### config.mk
export PLATFORM = sky130hd
export DESIGN_NAME = thermal_trip_throttle_selector
export DESIGN_NICKNAME = d
export VERILOG_FILES = /design/src/sv/tts_pkg.sv /design/src/sv/thermal_trip_throttle_selector.sv /design/src/sv/tts_ctrl.sv /design/src/sv/tts_datapath.sv
export SDC_FILE = /design/constraint.sdc
export NUM_CORES = 2
export LEC_CHECK = 0
export ABC_AREA = 1
export BUFFER_PORTS_ARGS = -buffer_cell sky130_fd_sc_hd__buf_2
export CORE_ASPECT_RATIO = 2
export CORE_MARGIN = 5
export CORE_UTILIZATION = 45
export DETAILED_ROUTE_END_ITERATION = 10
export GPL_TIMING_DRIVEN = 1
export PLACE_DENSITY = 0.58
export REMOVE_ABC_BUFFERS = 1
export SYNTH_ARGS = -nofsm -noshare
export SYNTH_HDL_FRONTEND = slang
export SYNTH_SLANG_ARGS = --single-unit
### constraint.sdc
create_clock -name clk -period 9.4 [get_ports clk]
set_input_delay 1.88 -clock clk [delete_from_list [all_inputs] [get_ports clk]]
set_output_delay 1.88 -clock clk [all_outputs]
set_load 0.005 [all_outputs]
### src/sv/tts_pkg.sv
`timescale 1ns / 1ps
// Shared types and constants for the thermal trip throttle selector.
// Used by tts_ctrl, tts_datapath and the top level; depends on nothing.
package tts_pkg;

  // Field widths
  localparam int TEMP_W = 18;
  localparam int KHZ_W  = 22;
  localparam int ZSEL_W = 3;
  localparam int ZCNT_W = 4;
  localparam int FUNC_W = 2;
  localparam int CLU_W  = 2;

  // Packed stream widths
  localparam int IN_W  = 152;
  localparam int OUT_W = 72;

  // Default sizes
  localparam int WINDOW_LEN_DEF = 10;
  localparam int MAX_ZONES_DEF  = 8;

  // Cluster codes; anything else selects the prime cluster
  localparam logic [CLU_W-1:0] CL_LITTLE = 2'd0;
  localparam logic [CLU_W-1:0] CL_MID    = 2'd1;

  // Request kinds carried on tuser
  typedef enum logic [FUNC_W-1:0] {
    FN_SAMPLE  = 2'd0,
    FN_ZONE_WR = 2'd1,
    FN_ENABLE  = 2'd2,
    FN_QUERY   = 2'd3
  } func_t;

  // Controller states
  typedef enum logic [3:0] {
    ST_IDLE,
    ST_DECODE,
    ST_SAMPLE,
    ST_DIV_INIT,
    ST_DIV,
    ST_DIV_END,
    ST_SCAN_RD,
    ST_SCAN_CMP,
    ST_SELECT,
    ST_QUERY,
    ST_DONE
  } state_t;

  // Commands from controller to datapath
  typedef struct packed {
    logic capture;
    logic exec;
    logic sample_upd;
    logic div_init;
    logic div_step;
    logic div_end;
    logic scan_cmp;
    logic select;
    logic query;
    logic load_out;
  } cmd_t;

  // Status from datapath to controller
  typedef struct packed {
    func_t func;
    logic  enabled;
    logic  eval;
    logic  lim_zero;
    logic  trip_hit;
    logic  idx_zero;
    logic  out_free;
  } stat_t;

endpackage

### src/sv/thermal_trip_throttle_selector.sv
`timescale 1ns / 1ps
// Top level of the thermal trip throttle selector.
// Depends on tts_pkg, tts_ctrl and tts_datapath.
//
//   channel   direction  handshake            payload
//   s_*       in         s_tvalid / s_tready  s_tuser func, s_tdata request fields
//   m_*       out        m_tvalid / m_tready  m_tdata result fields
//   cfg_*     in         cfg_valid/cfg_ready  cfg_data zone_count
//
// One request at a time. Zone writes, enable and disabled samples go from decode
// straight to done; a query passes through the query state, a warm-up sample
// through the sample state. An evaluated sample runs the reciprocal divide (init,
// step, end), then scans zones downward, a trip table read and compare per zone.
// Reset is synchronous and holds both ready outputs low; zone tables hold
// garbage until written.
// A stalled result sits in the output register; the next request is taken
// meanwhile and waits at its end only if the register is still full.
module thermal_trip_throttle_selector
  import tts_pkg::*;
#(
  parameter int WINDOW_LEN = WINDOW_LEN_DEF,
  parameter int MAX_ZONES  = MAX_ZONES_DEF
) (
  input  logic              clk,
  input  logic              rst,
  input  logic              s_tvalid,
  output logic              s_tready,
  // func[1:0]
  input  logic [FUNC_W-1:0] s_tuser,
  // temp_milli_c[17:0], zone_sel[20:18], trip_milli_c[38:21], little_cap_khz[60:39],
  // mid_cap_khz[82:61], top_cap_khz[104:83], enable_bit[105], cluster[107:106],
  // user_max_khz[129:108], policy_min_khz[151:130]
  input  logic [IN_W-1:0]   s_tdata,
  output logic              m_tvalid,
  input  logic              m_tready,
  // avg_milli_c[17:0], history_ready[18], zone_active[19], zone_now[22:20],
  // zone_changed[23], cap_max_khz[45:24], cap_min_khz[67:46], zero[71:68]
  output logic [OUT_W-1:0]  m_tdata,
  input  logic              cfg_valid,
  output logic              cfg_ready,
  input  logic [ZCNT_W-1:0] cfg_data
);

  cmd_t  cmd;
  stat_t stat;

  assign cfg_ready = !rst;

  tts_ctrl u_ctrl (
    .clk      (clk),
    .rst      (rst),
    .s_tvalid (s_tvalid),
    .s_tready (s_tready),
    .stat     (stat),
    .cmd      (cmd)
  );

  tts_datapath #(
    .WINDOW_LEN (WINDOW_LEN),
    .MAX_ZONES  (MAX_ZONES)
  ) u_datapath (
    .clk       (clk),
    .rst       (rst),
    .s_tuser   (s_tuser),
    .s_tdata   (s_tdata),
    .cfg_valid (cfg_valid),
    .cfg_data  (cfg_data),
    .m_tready  (m_tready),
    .cmd       (cmd),
    .stat      (stat),
    .m_tvalid  (m_tvalid),
    .m_tdata   (m_tdata)
  );

endmodule

### src/sv/tts_ctrl.sv
`timescale 1ns / 1ps
// Sequencing state machine of the thermal trip throttle selector.
// Depends on tts_pkg; drives the command struct of tts_datapath.
module tts_ctrl
  import tts_pkg::*;
(
  input  logic  clk,
  input  logic  rst,
  input  logic  s_tvalid,
  output logic  s_tready,
  input  stat_t stat,
  output cmd_t  cmd
);

  state_t state, state_next;

  // State register
  always_ff @(posedge clk) begin
    if (rst) begin
      state <= ST_IDLE;
    end else begin
      state <= state_next;
    end
  end

  // Next state
  always_comb begin
    state_next = state;
    unique case (state)
      ST_IDLE: begin
        if (s_tvalid) state_next = ST_DECODE;
      end
      ST_DECODE: begin
        unique case (stat.func)
          FN_SAMPLE:  state_next = stat.enabled ? ST_SAMPLE : ST_DONE;
          FN_ZONE_WR: state_next = ST_DONE;
          FN_ENABLE:  state_next = ST_DONE;
          FN_QUERY:   state_next = ST_QUERY;
          default:    state_next = ST_DONE;
        endcase
      end
      ST_SAMPLE:   state_next = stat.eval ? ST_DIV_INIT : ST_DONE;
      ST_DIV_INIT: state_next = ST_DIV;
      ST_DIV:      state_next = ST_DIV_END;
      ST_DIV_END:  state_next = stat.lim_zero ? ST_SELECT : ST_SCAN_RD;
      ST_SCAN_RD:  state_next = ST_SCAN_CMP;
      ST_SCAN_CMP: begin
        state_next = (stat.trip_hit || stat.idx_zero) ? ST_SELECT : ST_SCAN_RD;
      end
      ST_SELECT:   state_next = ST_DONE;
      ST_QUERY:    state_next = ST_DONE;
      ST_DONE: begin
        if (stat.out_free) state_next = ST_IDLE;
      end
      default:     state_next = ST_IDLE;
    endcase
  end

  // Command outputs; no request is taken while reset is held
  always_comb begin
    cmd      = '0;
    s_tready = 1'b0;
    unique case (state)
      ST_IDLE: begin
        s_tready    = !rst;
        cmd.capture = s_tvalid && !rst;
      end
      ST_DECODE:   cmd.exec       = 1'b1;
      ST_SAMPLE:   cmd.sample_upd = 1'b1;
      ST_DIV_INIT: cmd.div_init   = 1'b1;
      ST_DIV:      cmd.div_step   = 1'b1;
      ST_DIV_END:  cmd.div_end    = 1'b1;
      ST_SCAN_RD:  cmd            = '0;
      ST_SCAN_CMP: cmd.scan_cmp   = 1'b1;
      ST_SELECT:   cmd.select     = 1'b1;
      ST_QUERY:    cmd.query      = 1'b1;
      ST_DONE:     cmd.load_out   = stat.out_free;
      default:     cmd            = '0;
    endcase
  end

endmodule

### src/sv/tts_datapath.sv
`timescale 1ns / 1ps
// Datapath: sample window, running sum, divider, zone tables, output register.
// Depends on tts_pkg; steered by the command struct from tts_ctrl.
module tts_datapath
  import tts_pkg::*;
#(
  parameter int WINDOW_LEN = WINDOW_LEN_DEF,
  parameter int MAX_ZONES  = MAX_ZONES_DEF
) (
  input  logic              clk,
  input  logic              rst,
  input  logic [FUNC_W-1:0] s_tuser,
  input  logic [IN_W-1:0]   s_tdata,
  input  logic              cfg_valid,
  input  logic [ZCNT_W-1:0] cfg_data,
  input  logic              m_tready,
  input  cmd_t              cmd,
  output stat_t             stat,
  output logic              m_tvalid,
  output logic [OUT_W-1:0]  m_tdata
);

  localparam int WPW  = (WINDOW_LEN > 1) ? $clog2(WINDOW_LEN) : 1;
  localparam int ZW   = (MAX_ZONES > 1) ? $clog2(MAX_ZONES) : 1;
  localparam int SW   = TEMP_W + $clog2(WINDOW_LEN);
  // floor(x * RECIP / 2^RSH) equals floor(x / WINDOW_LEN) for every x below 2^SW
  localparam int RSH  = SW + $clog2(WINDOW_LEN);
  localparam int RCW  = SW + 1;
  localparam int PW   = 2 * SW + 1;
  localparam logic [RCW-1:0] RECIP =
      RCW'(((64'd1 << RSH) + 64'(WINDOW_LEN) - 64'd1) / 64'(WINDOW_LEN));
  localparam logic [7:0]  MZ8     = 8'(MAX_ZONES);

  // Captured request
  func_t                    func_r;
  logic signed [TEMP_W-1:0] temp_r;
  logic [ZSEL_W-1:0]        zsel_r;
  logic signed [TEMP_W-1:0] trip_r;
  logic [KHZ_W-1:0]         lcap_r, mcap_r, tcap_r;
  logic                     en_bit_r;
  logic [CLU_W-1:0]         cluster_r;
  logic [KHZ_W-1:0]         umax_r, pmin_r;

  // Control state
  logic [ZCNT_W-1:0]        zone_count;
  logic                     enabled;
  logic                     warming;
  logic [WPW-1:0]           wpos;
  logic signed [SW-1:0]     sum;
  logic                     have_zone;
  logic [ZW-1:0]            cur_zone;

  // Window memory
  logic signed [TEMP_W-1:0] win [WINDOW_LEN];
  logic signed [TEMP_W-1:0] win_q;

  // Zone tables
  logic signed [TEMP_W-1:0] trip_mem [MAX_ZONES];
  logic [KHZ_W-1:0]         lcap_mem [MAX_ZONES];
  logic [KHZ_W-1:0]         mcap_mem [MAX_ZONES];
  logic [KHZ_W-1:0]         tcap_mem [MAX_ZONES];
  logic signed [TEMP_W-1:0] trip_q;
  logic [KHZ_W-1:0]         cap_q;

  // Divider and scan
  logic [SW-1:0]            dmag;
  logic                     dneg;
  logic [PW-1:0]            dprod;
  logic signed [TEMP_W-1:0] avg;
  logic [ZW-1:0]            sidx;
  logic                     hit;

  // Result fields
  logic signed [TEMP_W-1:0] res_avg;
  logic                     res_ready;
  logic                     res_changed;
  logic [KHZ_W-1:0]         res_cmax, res_cmin;

  // Combinational helpers
  logic                     wpos_last;
  logic                     zsel_ok;
  logic [7:0]               zc_ext, lim;
  logic [TEMP_W-1:0]        qmag;
  logic                     trip_ge;
  logic                     changed;
  logic                     use_tab;
  logic [KHZ_W-1:0]         cmax;
  logic [ZW+2:0]            zone_ext;

  assign wpos_last = (wpos == WPW'(WINDOW_LEN - 1));
  assign zsel_ok   = ({5'd0, zsel_r} < MZ8);
  assign zc_ext    = {4'd0, zone_count};
  assign lim       = (zc_ext > MZ8) ? MZ8 : zc_ext;
  assign qmag      = dprod[RSH +: TEMP_W];
  assign trip_ge   = (avg >= trip_q);
  assign changed   = (hit != have_zone) || (hit && (sidx != cur_zone));
  assign use_tab   = have_zone && enabled;
  assign cmax      = use_tab ? cap_q : umax_r;
  assign zone_ext  = {3'd0, cur_zone};

  // Status to controller
  always_comb begin
    stat          = '0;
    stat.func     = func_r;
    stat.enabled  = enabled;
    stat.eval     = !warming || wpos_last;
    stat.lim_zero = (lim == 8'd0);
    stat.trip_hit = trip_ge;
    stat.idx_zero = (sidx == '0);
    stat.out_free = !m_tvalid || m_tready;
  end

  // Request capture
  always_ff @(posedge clk) begin
    if (cmd.capture) begin
      func_r    <= func_t'(s_tuser);
      temp_r    <= s_tdata[17:0];
      zsel_r    <= s_tdata[20:18];
      trip_r    <= s_tdata[38:21];
      lcap_r    <= s_tdata[60:39];
      mcap_r    <= s_tdata[82:61];
      tcap_r    <= s_tdata[104:83];
      en_bit_r  <= s_tdata[105];
      cluster_r <= s_tdata[107:106];
      umax_r    <= s_tdata[129:108];
      pmin_r    <= s_tdata[151:130];
    end
  end

  // Zone count register
  always_ff @(posedge clk) begin
    if (rst) begin
      zone_count <= ZCNT_W'(1);
    end else if (cfg_valid) begin
      zone_count <= cfg_data;
    end
  end

  // Enable, warm-up tracking and running window sum
  always_ff @(posedge clk) begin
    if (rst) begin
      enabled <= 1'b1;
      warming <= 1'b1;
      wpos    <= '0;
      sum     <= '0;
    end else if (cmd.exec && func_r == FN_ENABLE) begin
      enabled <= en_bit_r;
      if (en_bit_r) begin
        warming <= 1'b1;
        wpos    <= '0;
        sum     <= '0;
      end
    end else if (cmd.sample_upd) begin
      // old slot drops out once the window has been filled
      sum     <= sum + SW'(temp_r) - (warming ? SW'(0) : SW'(win_q));
      wpos    <= wpos_last ? '0 : wpos + WPW'(1);
      if (wpos_last) warming <= 1'b0;
    end
  end

  // Window memory: read the slot about to be overwritten
  always_ff @(posedge clk) begin
    if (cmd.sample_upd) win[wpos] <= temp_r;
    win_q <= win[wpos];
  end

  // Zone tables: write on zone request, read trip at scan index, cap at current zone
  always_ff @(posedge clk) begin
    if (cmd.exec && func_r == FN_ZONE_WR && zsel_ok) begin
      trip_mem[ZW'(zsel_r)] <= trip_r;
      lcap_mem[ZW'(zsel_r)] <= lcap_r;
      mcap_mem[ZW'(zsel_r)] <= mcap_r;
      tcap_mem[ZW'(zsel_r)] <= tcap_r;
    end
    trip_q <= trip_mem[sidx];
    case (cluster_r)
      CL_LITTLE: cap_q <= lcap_mem[cur_zone];
      CL_MID:    cap_q <= mcap_mem[cur_zone];
      default:   cap_q <= tcap_mem[cur_zone];
    endcase
  end

  // Divide the sum magnitude by the window length: take the magnitude, then
  // multiply by the scaled reciprocal; the sign goes back on at div_end
  always_ff @(posedge clk) begin
    if (cmd.div_init) begin
      dneg <= sum[SW-1];
      dmag <= sum[SW-1] ? $unsigned(-sum) : $unsigned(sum);
    end
    if (cmd.div_step) begin
      dprod <= PW'(dmag) * PW'(RECIP);
    end
  end

  // Average and downward zone scan
  always_ff @(posedge clk) begin
    if (cmd.div_end) begin
      avg  <= dneg ? (~qmag + TEMP_W'(1)) : qmag;
      sidx <= ZW'(lim - 8'd1);
      hit  <= 1'b0;
    end else if (cmd.scan_cmp) begin
      if (trip_ge) begin
        hit <= 1'b1;
      end else if (sidx != '0) begin
        sidx <= sidx - ZW'(1);
      end
    end
  end

  // Selected zone
  always_ff @(posedge clk) begin
    if (rst) begin
      have_zone <= 1'b0;
      cur_zone  <= '0;
    end else if (cmd.select) begin
      have_zone <= hit;
      cur_zone  <= hit ? sidx : '0;
    end
  end

  // Result fields of the current request
  always_ff @(posedge clk) begin
    if (cmd.capture) begin
      res_avg     <= '0;
      res_ready   <= 1'b0;
      res_changed <= 1'b0;
      res_cmax    <= '0;
      res_cmin    <= '0;
    end else if (cmd.select) begin
      res_avg     <= avg;
      res_ready   <= 1'b1;
      res_changed <= changed;
    end else if (cmd.query) begin
      res_cmax    <= cmax;
      res_cmin    <= (pmin_r > cmax) ? cmax : pmin_r;
    end
  end

  // Output register
  always_ff @(posedge clk) begin
    if (rst) begin
      m_tvalid <= 1'b0;
    end else if (cmd.load_out) begin
      m_tvalid <= 1'b1;
    end else if (m_tready) begin
      m_tvalid <= 1'b0;
    end
  end

  always_ff @(posedge clk) begin
    if (cmd.load_out) begin
      m_tdata <= {4'd0, res_cmin, res_cmax, res_changed, zone_ext[2:0], have_zone,
                  res_ready, res_avg};
    end
  end

endmodule
==> metrics.md <==
| Metric | Value |
|---|---|
| I/O Pins | `238` |
| Routability Congestion | `0.995` |
| Hold WC Path Type | `reg -> reg` |
| Final setup vio count | `0` |
| Power Total | `25.6 mW` |
| Clock transition at path regs | `about 0.070 ns` |
| WHS Endpoint | `u_datapath.m_tdata[25]` |
| Seq/Total Area, Yosys | `64.0%` |
| FF-to-FF End | `u_datapath.dprod[41]` |
| Ranking of synthesized cells by area | `edfxtp_1, dfxtp_1, fa_1, ha_1, nor2_1` |
| Bufs on Longest Clock Path | `3` |
| Fmax | `~0.16 GHz` |
| Post-CTS sizing | `0` |
| Clk_lat worst skew | `approximately 0.75 ns` |
| Power Density | `between 300 and 400 mW/mm^2` |
| Reg2Reg Setup Slack | `~3 ns` |
| CP Max Fanout | `5` |
| Initial DRT Pass Iterations | `5` |
| Clock Sink Count | `1303` |
| Max Clock Skew | `0.0661 ns` |
| Startpoint Class | `flop` |
| Reg2reg path depth | `19` |
| Worst Setup End Kind | `flop` |
| Layout filler cell count | `11400` |
| Final core utilization | `50.3%` |
| CTS Root Buffer Type | `clkbuf_16` |
| Vias per cell | `5.49` |
| Chip height | `520 um` |
| PortBufs | `about 230` |
| Switching Power | `11.5 mW` |
| Setup bufs post-CTS | `0` |
| Worst EP required | `9.84 ns` |
| Post-synth cell types | `56` |
| Sequential share of power | `29.6%` |
| Pleak | `24.5 nW` |
| Detail Route Antenna Nets | `0` |
| Rel. slew slack | `25.4%` |
| Total die area | `roughly 0.14 mm^2` |
| Number of max-cap violations | `0` |
| Min Hold Slack | `around 0.43 ns` |
| CTS tree | `yes` |
| Slew @ Worst Pin | `between 1 and 1.5 ns` |
| Pint | `14.1 mW` |
| Initial DRC Count | `2935` |
| Dpl ws | `3.18 ns` |
| Syn Std Cell Area | `0.0585 mm^2` |
| DIE WIDTH | `265 um` |
| RSZ-0062 raised after global routing | `false` |
| Arrival time worst endpoint | `between 6 and 7 ns` |
| Core area | `about 0.13 mm^2` |
| WL/cell | `23.2 um` |
| Vias in the first global route | `slightly below 40000` |
| Top_reg_cell synth | `edfxtp_1` |
| Synth cell count leaders | `edfxtp_1, nor2_1, inv_1` |
| YS warnings | `0` |
| Yosys top cell by area | `edfxtp_1` |
| Min-Delay Startpoint | `u_datapath.res_cmax[1]` |
| Nets | `roughly 5600` |
| Hold-fix buffers at CTS | `0` |
| Post-synth EDFFs | `1136` |
| Final Hold Fails | `0` |
| DP Wirelength | `103000 um` |
| Clock share of power | `18.3%` |
| Pin count of the biggest net entering global routing | `99` |
| Initial antenna violation count | `13` |
| Routed WL | `158000 um` |
| Site Rows | `187` |
| Syn Inst Count | `between 4000 and 5000` |
| Gr ovfl total | `0` |
| Remaining DRCs | `0` |
| Outcome | `finished, final reports clean` |
| Final critical-path share of the clock period | `67.7%` |
| Area grow syn2layout | `11.6%` |
| Top-area cell type share of the netlist area | `58.3%` |
| Minimum clock period | `~6.4 ns` |
| Share of cells above drive strength 1 | `roughly 11%` |
| Net Sw Frac | `between 40% and 50%` |
| Yosys reg bits | `between 1000 and 1500` |
| TritonCTS buffer count | `approximately 110` |
| Reg2reg start | `u_datapath.dmag[14]` |
| Synth Area per Inst | `between 10 and 15 um^2` |
| Final slew viol count | `0` |
| H-tree depth | `3` |
| Maximum vdd drop | `0.522 mV` |
| Combinational share of power | `52.1%` |
| Critical path type | `reg -> reg` |
| Hold path cells | `0` |
| Most frequent cell after synthesis | `edfxtp_1` |
| Starting Density | `45.1%` |
| All-Layer GR Usage | `approximately 22%` |
| First-pass GRT wire length | `235000 um` |
| Post-synth ARST share | `0%` |
| Via Count | `approximately 37000` |
| Final worst setup slack | `slightly above 3 ns` |
-- critical path: stages, from the launching register on --
cell	delay, ns
edfxtp_1	0.48
inv_1	0.07
ha_1	0.27
inv_1	0.06
fa_1	0.49
inv_1	0.07
fa_1	0.58
inv_1	0.11
fa_1	0.51
fa_1	0.43
fa_1	0.38
ha_1	0.21
ha_1	0.41
a21oi_1	0.44
nor2_1	0.09
nor2_1	0.45
o221ai_1	0.52
nor2_1	0.27
o211ai_2	0.11
xor2_1	0.15
-- registers in the layout (all words and copies together) (netlist names), 22 cells and up, named ones only --
name	flops
u_datapath.res_cmax	22
u_datapath.mcap_r	22
u_datapath.tcap_mem	176
u_datapath.win	180
u_datapath.mcap_mem	176
u_datapath.dmag	22
u_datapath.lcap_r	22
u_datapath.trip_mem	144
u_datapath.lcap_mem	176
u_datapath.tcap_r	22
u_datapath.pmin_r	22
u_datapath.res_cmin	22
u_datapath.m_tdata	68
u_datapath.umax_r	22
u_datapath.cap_q	22
u_datapath.sum	22
-- cells in the final DEF, fill, tap and decap left out, drive strengths merged, types with 14 or more instances in the layout --
cell    count
xor2       47
or3        19
o221ai     78
xnor2      14
nor2      622
buf       305
nand2     387
o211ai     55
clkinv     52
ha        238
clkbuf    140
mux2i      21
dfxtp     167
nand4      14
a22oi      36
a21oi     202
o21ai     456
edfxtp   1136
fa        163
nor3       49
nand3     180
o22ai      76
inv       502
a31oi      65
-- stage by stage --
| step | cells | cell area (um^2) | TNS [ns] |
|---|---|---|---|
| 2_1_floorplan | 4585 | 57600 | -22.23 |
| 3_3_place_gp | 6591 | 61500 | 0 |
| 3_5_place_dp | 6591 | 61500 | 0 |
| 4_1_cts | 6802 | 65300 | 0 |
| 5_1_grt | 6803 | 65300 | 0 |
| 6_report | 6806 | 65300 | 0 |
-- layout make-up --
type / instances / area, um^2 / share of cell area (%)
Clock inverter: 71 / 753 / 1.15
Clock buffer: 140 / 2990 / 4.58
Inverter: 500 / 1890 / 2.90
Tap cell: 1701 / 2130 / 3.26
Sequential cell: 1303 / 37500 / 57.4
Timing Repair Buffer: 305 / 1710 / 2.62
Antenna cell: 4 / 10.0 / 0.0153
Multi-Input combinational cell: 2782 / 18300 / 28.1
-- how the worst max path moves through the flow --
stage                            to                 from  slack [ns]  cells after the start
2_1_floorplan   u_datapath.cap_q[0]                 flop       -1.01                      5
3_3_place_gp   u_datapath.dprod[41]  u_datapath.dmag[14]        3.26                     19
3_5_place_dp   u_datapath.dprod[41]  u_datapath.dmag[14]        3.18                     19
4_1_cts        u_datapath.dprod[41]  u_datapath.dmag[14]        3.19                     19
5_1_grt        u_datapath.dprod[28]   u_datapath.dmag[5]        2.96                     21
6_report       u_datapath.dprod[41]  u_datapath.dmag[14]        3.03                     19
-- cell families after synthesis --
family | Yosys count | share of synthesized area, %
other | 1 | 0.00641
multiplexers | 21 | 0.359
buffers and inverters | 707 | 4.84
AO/OA/AOI/OAI | 999 | 9.92
XOR/XNOR | 61 | 0.913
adder cells (fa/ha/maj) | 401 | 10.7
AND/OR/NAND/NOR | 1296 | 9.26
flip-flops | 1303 | 64.0
-- power groups by stage --
stage	Clock [mW]	Sequential (mW)	Combinational, mW
2_1_floorplan	0	7.62	8.98
3_3_place_gp	0	7.68	13.3
3_5_place_dp	0	7.69	13.3
4_1_cts	4.79	7.57	13.4
5_1_grt	5.02	7.63	14.9
6_report	4.69	7.57	13.3
-- layer usage --
layer  vias up  wire length, um  track usage (%)
met1     18400            59200             26.7
met4         0             8510             10.9
met2      1293            81400             39.8
met5         -                0                0
li1      17400                -                -
met3       362             8980             3.23
(Power assumes the default switching activity.)
